`src/sv/cel_pkg.sv`:
```
`timescale 1ns / 1ps
// ----------------------------------------------------------------------------
// cel_pkg
// shared types, codes and crc helper for the crc checked ring event log
// ----------------------------------------------------------------------------
package cel_pkg;

	localparam int SLOTS_DEF = 64;
	localparam logic [15:0] CRC_POLY = 16'h1021;
	localparam logic [15:0] CRC_INIT = 16'hFFFF;
	localparam logic [15:0] REC_LEN = 16'd20;
	localparam int IMG_BYTES = 32;

	localparam logic [1:0] CMD_APPEND = 2'd0;
	localparam logic [1:0] CMD_READ = 2'd1;
	localparam logic [1:0] CMD_RESCAN = 2'd2;

	typedef enum logic [2:0] {
		ST_CLEAR,
		ST_IDLE,
		ST_CRC,
		ST_WALK,
		ST_DONE
	} cel_state_t;

	typedef struct packed {
		logic        valid;
		logic [15:0] crc;
		logic [31:0] dh;
		logic [63:0] dm;
		logic [63:0] dl;
		logic [31:0] tick;
		logic [7:0]  typ;
		logic [31:0] seq;
	} rec_t;

	typedef struct packed {
		logic [15:0] crc;
		logic [10:0] count;
		logic [9:0]  slot;
		logic [31:0] dh;
		logic [63:0] dm;
		logic [63:0] dl;
		logic [31:0] tick;
		logic [7:0]  typ;
		logic [31:0] seq;
		logic        ok;
	} res_t;

	function automatic logic [15:0] crc_byte(input logic [15:0] c_in, input logic [7:0] b);
		logic [15:0] c;
		c = c_in ^ {b, 8'h00};
		for (int k = 0; k < 8; k++) begin
			if (c[15]) begin
				c = {c[14:0], 1'b0} ^ CRC_POLY;
			end else begin
				c = {c[14:0], 1'b0};
			end
		end
		return c;
	endfunction

endpackage

```
`src/sv/cel_crc.sv`:
```
`timescale 1ns / 1ps
// ----------------------------------------------------------------------------
// cel_crc
// serial crc-16-ccitt engine, one byte of the 32-byte record image per cycle
// ----------------------------------------------------------------------------
module cel_crc (
	input  logic         clk,
	input  logic         arst_n,
	input  logic         start,
	input  logic [255:0] img,
	output logic         done,
	output logic [15:0]  crc
);

	logic [255:0] img_q;
	logic [15:0]  crc_q;
	logic [4:0]   cnt_q;
	logic         run_q;
	logic [15:0]  crc_next;

	assign crc_next = cel_pkg::crc_byte(crc_q, img_q[7:0]);
	assign done = run_q && (cnt_q == 5'(cel_pkg::IMG_BYTES - 1));
	assign crc = crc_next;

	always_ff @(posedge clk or negedge arst_n) begin
		if (!arst_n) begin
			run_q <= 1'b0;
			cnt_q <= '0;
		end else if (start) begin
			run_q <= 1'b1;
			cnt_q <= '0;
		end else if (run_q) begin
			cnt_q <= cnt_q + 5'd1;
			if (done) begin
				run_q <= 1'b0;
			end
		end
	end

	always_ff @(posedge clk) begin
		if (start) begin
			img_q <= img;
			crc_q <= cel_pkg::CRC_INIT;
		end else if (run_q) begin
			img_q <= {8'h00, img_q[255:8]};
			crc_q <= crc_next;
		end
	end

endmodule

```
`config.mk`:
```
export PLATFORM = sky130hd
export DESIGN_NAME = cel_crc
export DESIGN_NICKNAME = d
export VERILOG_FILES = /design/src/sv/cel_pkg.sv /design/src/sv/cel_crc.sv
export SDC_FILE = /design/constraint.sdc
export NUM_CORES = 1
export LEC_CHECK = 0
export ABC_AREA = 1
export CORE_UTILIZATION = 57
export CTS_CLUSTER_SIZE = 10
export DETAILED_ROUTE_END_ITERATION = 10
export DONT_BUFFER_PORTS = 1
export PLACE_DENSITY = 0.75
export SYNTH_ARGS = -nofsm -noshare
export SYNTH_HDL_FRONTEND = slang
export SYNTH_SLANG_ARGS = --single-unit
```
`constraint.sdc`:
```
create_clock -name clk -period 4 [get_ports clk]
set_input_delay 1.2 -clock clk [delete_from_list [all_inputs] [get_ports clk]]
set_output_delay 1.2 -clock clk [all_outputs]
set_load 0.02 [all_outputs]
```
==> metrics.yaml <==
status: "completed"
intPower_mw: 5.13
critPathMaxStageDelay_ns: 0.42
holdBufCountCts: 0
placementRows: 53
setup.reg_to_reg.worst_slack_ns: 2.05
share_of_total_power_consumed_by_net_switching_pct: 25.1
cts_tree: "yes"
drtPass1Iterations: 5
p_leak_nw: 6.34
relative_contribution_of_combinational_cells_to_total_power_pct: 12.0
htree_num_levels: 1
boundary_pin_count: 276
transition_time_at_the_pin_with_the_least_slew_margin_ns: 0.722
gp_congestion: 0.834
coreArea_um2: 21100
buffer_ports.inserted: 0
synth_area_leaders: "edfxtp_1 63%, nand2_1 25%, dfxtp_1 2.6%, buf_6 1.8%, inv_1 1.5%"
postRouteWirelength_um: 24000
n_antenna_cell: 0
final_antenna_violating_net_count: 0
timing.critical_path.cells: "inv_1 -> nand2_1 -> nand2_1 -> nand2_1 -> nand2_2 -> nand2_2 -> nand2_1"
grt_max_degree: 260
critical_path_depth: 7
path_max_fanout: 3
drc: 0
number_of_clock_sinks_seen_by_cts: 278
area_growth_syn_to_layout_pct: 7.27
fin_nets: 1528
post_route_cells_drive_above_1_share_pct: 5.08
period_needed_ns: 2.95
rr_startpoint: "run_q"
synth.most_common_cell: "nand2_1"
ctsRootBufferMaster: "clkbuf_16"
post-route-period-util_pct: 73.7
clk_pin_slew_ns: 0.06
setup_viol_count_final: 0
post_cts_resize_count: 0
totalNegativeSetupSlack_ns: 0
die_x_um: 149
worst_ep_required_time_ns: 2.80
clock_power_share_pct: 35.3
predominant_post_synthesis_flop_cell: "edfxtp_1"
synth_sequential_area_ratio_pct: 66.4
initial_core_util_pct: 58.3
number_of_global_route_vias_before_repair: 7588
cts_made_buffers: 31
cp_top_family: "simple AND/OR/NAND/NOR gates"
grt_overflow: 0
clk-insertion-delay-late_ns: 0.53
number_of_endpoints_with_negative_hold_slack_in_the_final_report: 0
postSynthCellCount: 1280
syn_area_um2: 12300
endpoint: "crc[13]"
f_max_ghz: 0.339
synth_nets: 1541
max-slew-margin-rel_pct: 51.9
grt_antenna_before_repair: 0
crit_arrival_ns: 1.75
timing.critical_path.mode_cell: "nand2_1"
groute.usage.overall_pct: 21.6
seq_power_share_pct: 52.7
hpwl_after_detailed_placement_um: 15600
edff_count_synth: 256
power_switching_mw: 1.72
finClkSkew_ns: 0.0134
synth_seq_cells: 278
die_h_um: 149
grt_setup_unrepaired: "false"
critical_path.n_buffers_inverters: 1
floorplan.die_area_um2: 22200
via_count_normalized_by_instance_count: 5.16
cpMaxStageDelayCell: "edfxtp_1"
worst_r2r_endpoint: "img_q[179]"
ys_top_cells_by_count: "825 x nand2_1, 256 x edfxtp_1, 49 x inv_1"
critPathCaptureType: "primary output"
drtIter0Drc: 438
power.ir.vdd_worst_mv: 0.405
wire_per_inst_um: 15.4
number_of_unique_standard_cell_types_used_by_synthesis: 25
post_cts.repair.setup_buffers: 0
yosysWarnings: 0
critical_path_startpoint_category: "flip-flop"
post-place-ws_ns: 1.29
grt_pass1_wl_um: 37300
async_reset_ff_share_pct: 2.16
synth.largest_area_cell: "edfxtp_1"
criticalPathCategory: "flip-flop to primary output"
timing.reg2reg.worst_path_depth: 4
cts-root-to-sink-buffers: 3
critical_path.startpoint: "img_q[5]"
yosys.area.top_type_share_pct: 62.5
hold_path.class: "input pin to asynchronous set/reset pin"
maxCapViolCount: 0
postSynthAreaPerCell_um2: 9.60
cellPowerDensity_nw_per_um2: 520
fin_ws_ns: 1.05
route.vias.total: 8017
timing.final.max_slew_violations: 0
## final cells by class
cell class	count	area, um2
Fill cell	1706	7900
Timing Repair Buffer	12	140
Sequential cell	278	8160
Multi-Input combinational cell	889	3490
Clock buffer	45	828
Inverter	55	219
Tap cell	275	344
## power groups by stage
| stage | Sequential (mW) | Combinational (mW) | Clock [mW] |
|---|---|---|---|
| after floorplan | 3.63 | 0.730 | 0 |
| after global placement | 3.65 | 0.792 | 0 |
| after detailed placement | 3.66 | 0.822 | 0 |
| after CTS | 3.61 | 0.830 | 2.46 |
| after global routing | 3.64 | 0.939 | 2.58 |
| final | 3.61 | 0.822 | 2.42 |
## worst min-delay path by stage
| stage | depth (start not counted) | startpoint | to | slack, ns |
|---|---|---|---|---|
| 3_5_place_dp | 1 | cnt_q[2] | cnt_q[2] | 0.48 |
| 5_1_grt | 0 | arst_n | cnt_q[0] | 0.33 |
| 4_1_cts | 0 | arst_n | cnt_q[0] | 0.34 |
| 3_3_place_gp | 1 | cnt_q[2] | cnt_q[2] | 0.48 |
| 2_1_floorplan | 1 | cnt_q[2] | cnt_q[2] | 0.45 |
| 6_report | 0 | arst_n | run_q | 0.36 |
## kinds of logic after synthesis
group,after synthesis,share of synthesized area [%]
AND/OR/NAND/NOR,868,27.2
flip-flops,278,66.4
AO/OA/AOI/OAI,15,0.733
buffers and inverters,113,5.19
XOR/XNOR,4,0.285
adder cells (fa/ha/maj),2,0.204
## stage by stage
stage	power [mW]	std cells	hold slack (ns)	instance area (um2)	utilization, %
6_report	6.85	1554	0.357	13200	62.5
3_3_place_gp	4.44	1509	0.478	12400	58.6
5_1_grt	7.15	1554	0.331	13200	62.5
2_1_floorplan	4.36	1280	0.455	12300	-
3_5_place_dp	4.48	1509	0.483	12400	58.6
4_1_cts	6.90	1554	0.337	13200	62.5
## placed cells by master, fill, tap and decap left out, types with 6 or more instances in the layout
cell type	Yosys	routed
clkbuf_16	0	31
dfxtp_1	16	16
buf_4	6	8
nand2_1	825	825
o22ai_1	7	7
dfrtp_1	6	6
nand2_2	11	11
inv_1	49	49
edfxtp_1	256	256
clkbuf_1	1	14
nand3_1	22	22
## per-layer routing
| metal | vias to the layer above | wire length, um | GRT usage (%) |
|---|---|---|---|
| li1 | 4034 | - | - |
| met1 | 3663 | 9610 | 28.2 |
| met2 | 274 | 12100 | 36.4 |
| met3 | 46 | 1740 | 4.19 |
| met4 | 0 | 595 | 7.19 |
| met5 | - | 0 | 0 |
## flip-flops by register name (all words and copies together) (netlist names)
name,flops
cnt_q,5
crc_q,16
img_q,256
run_q,1
(Power assumes the default switching activity.)
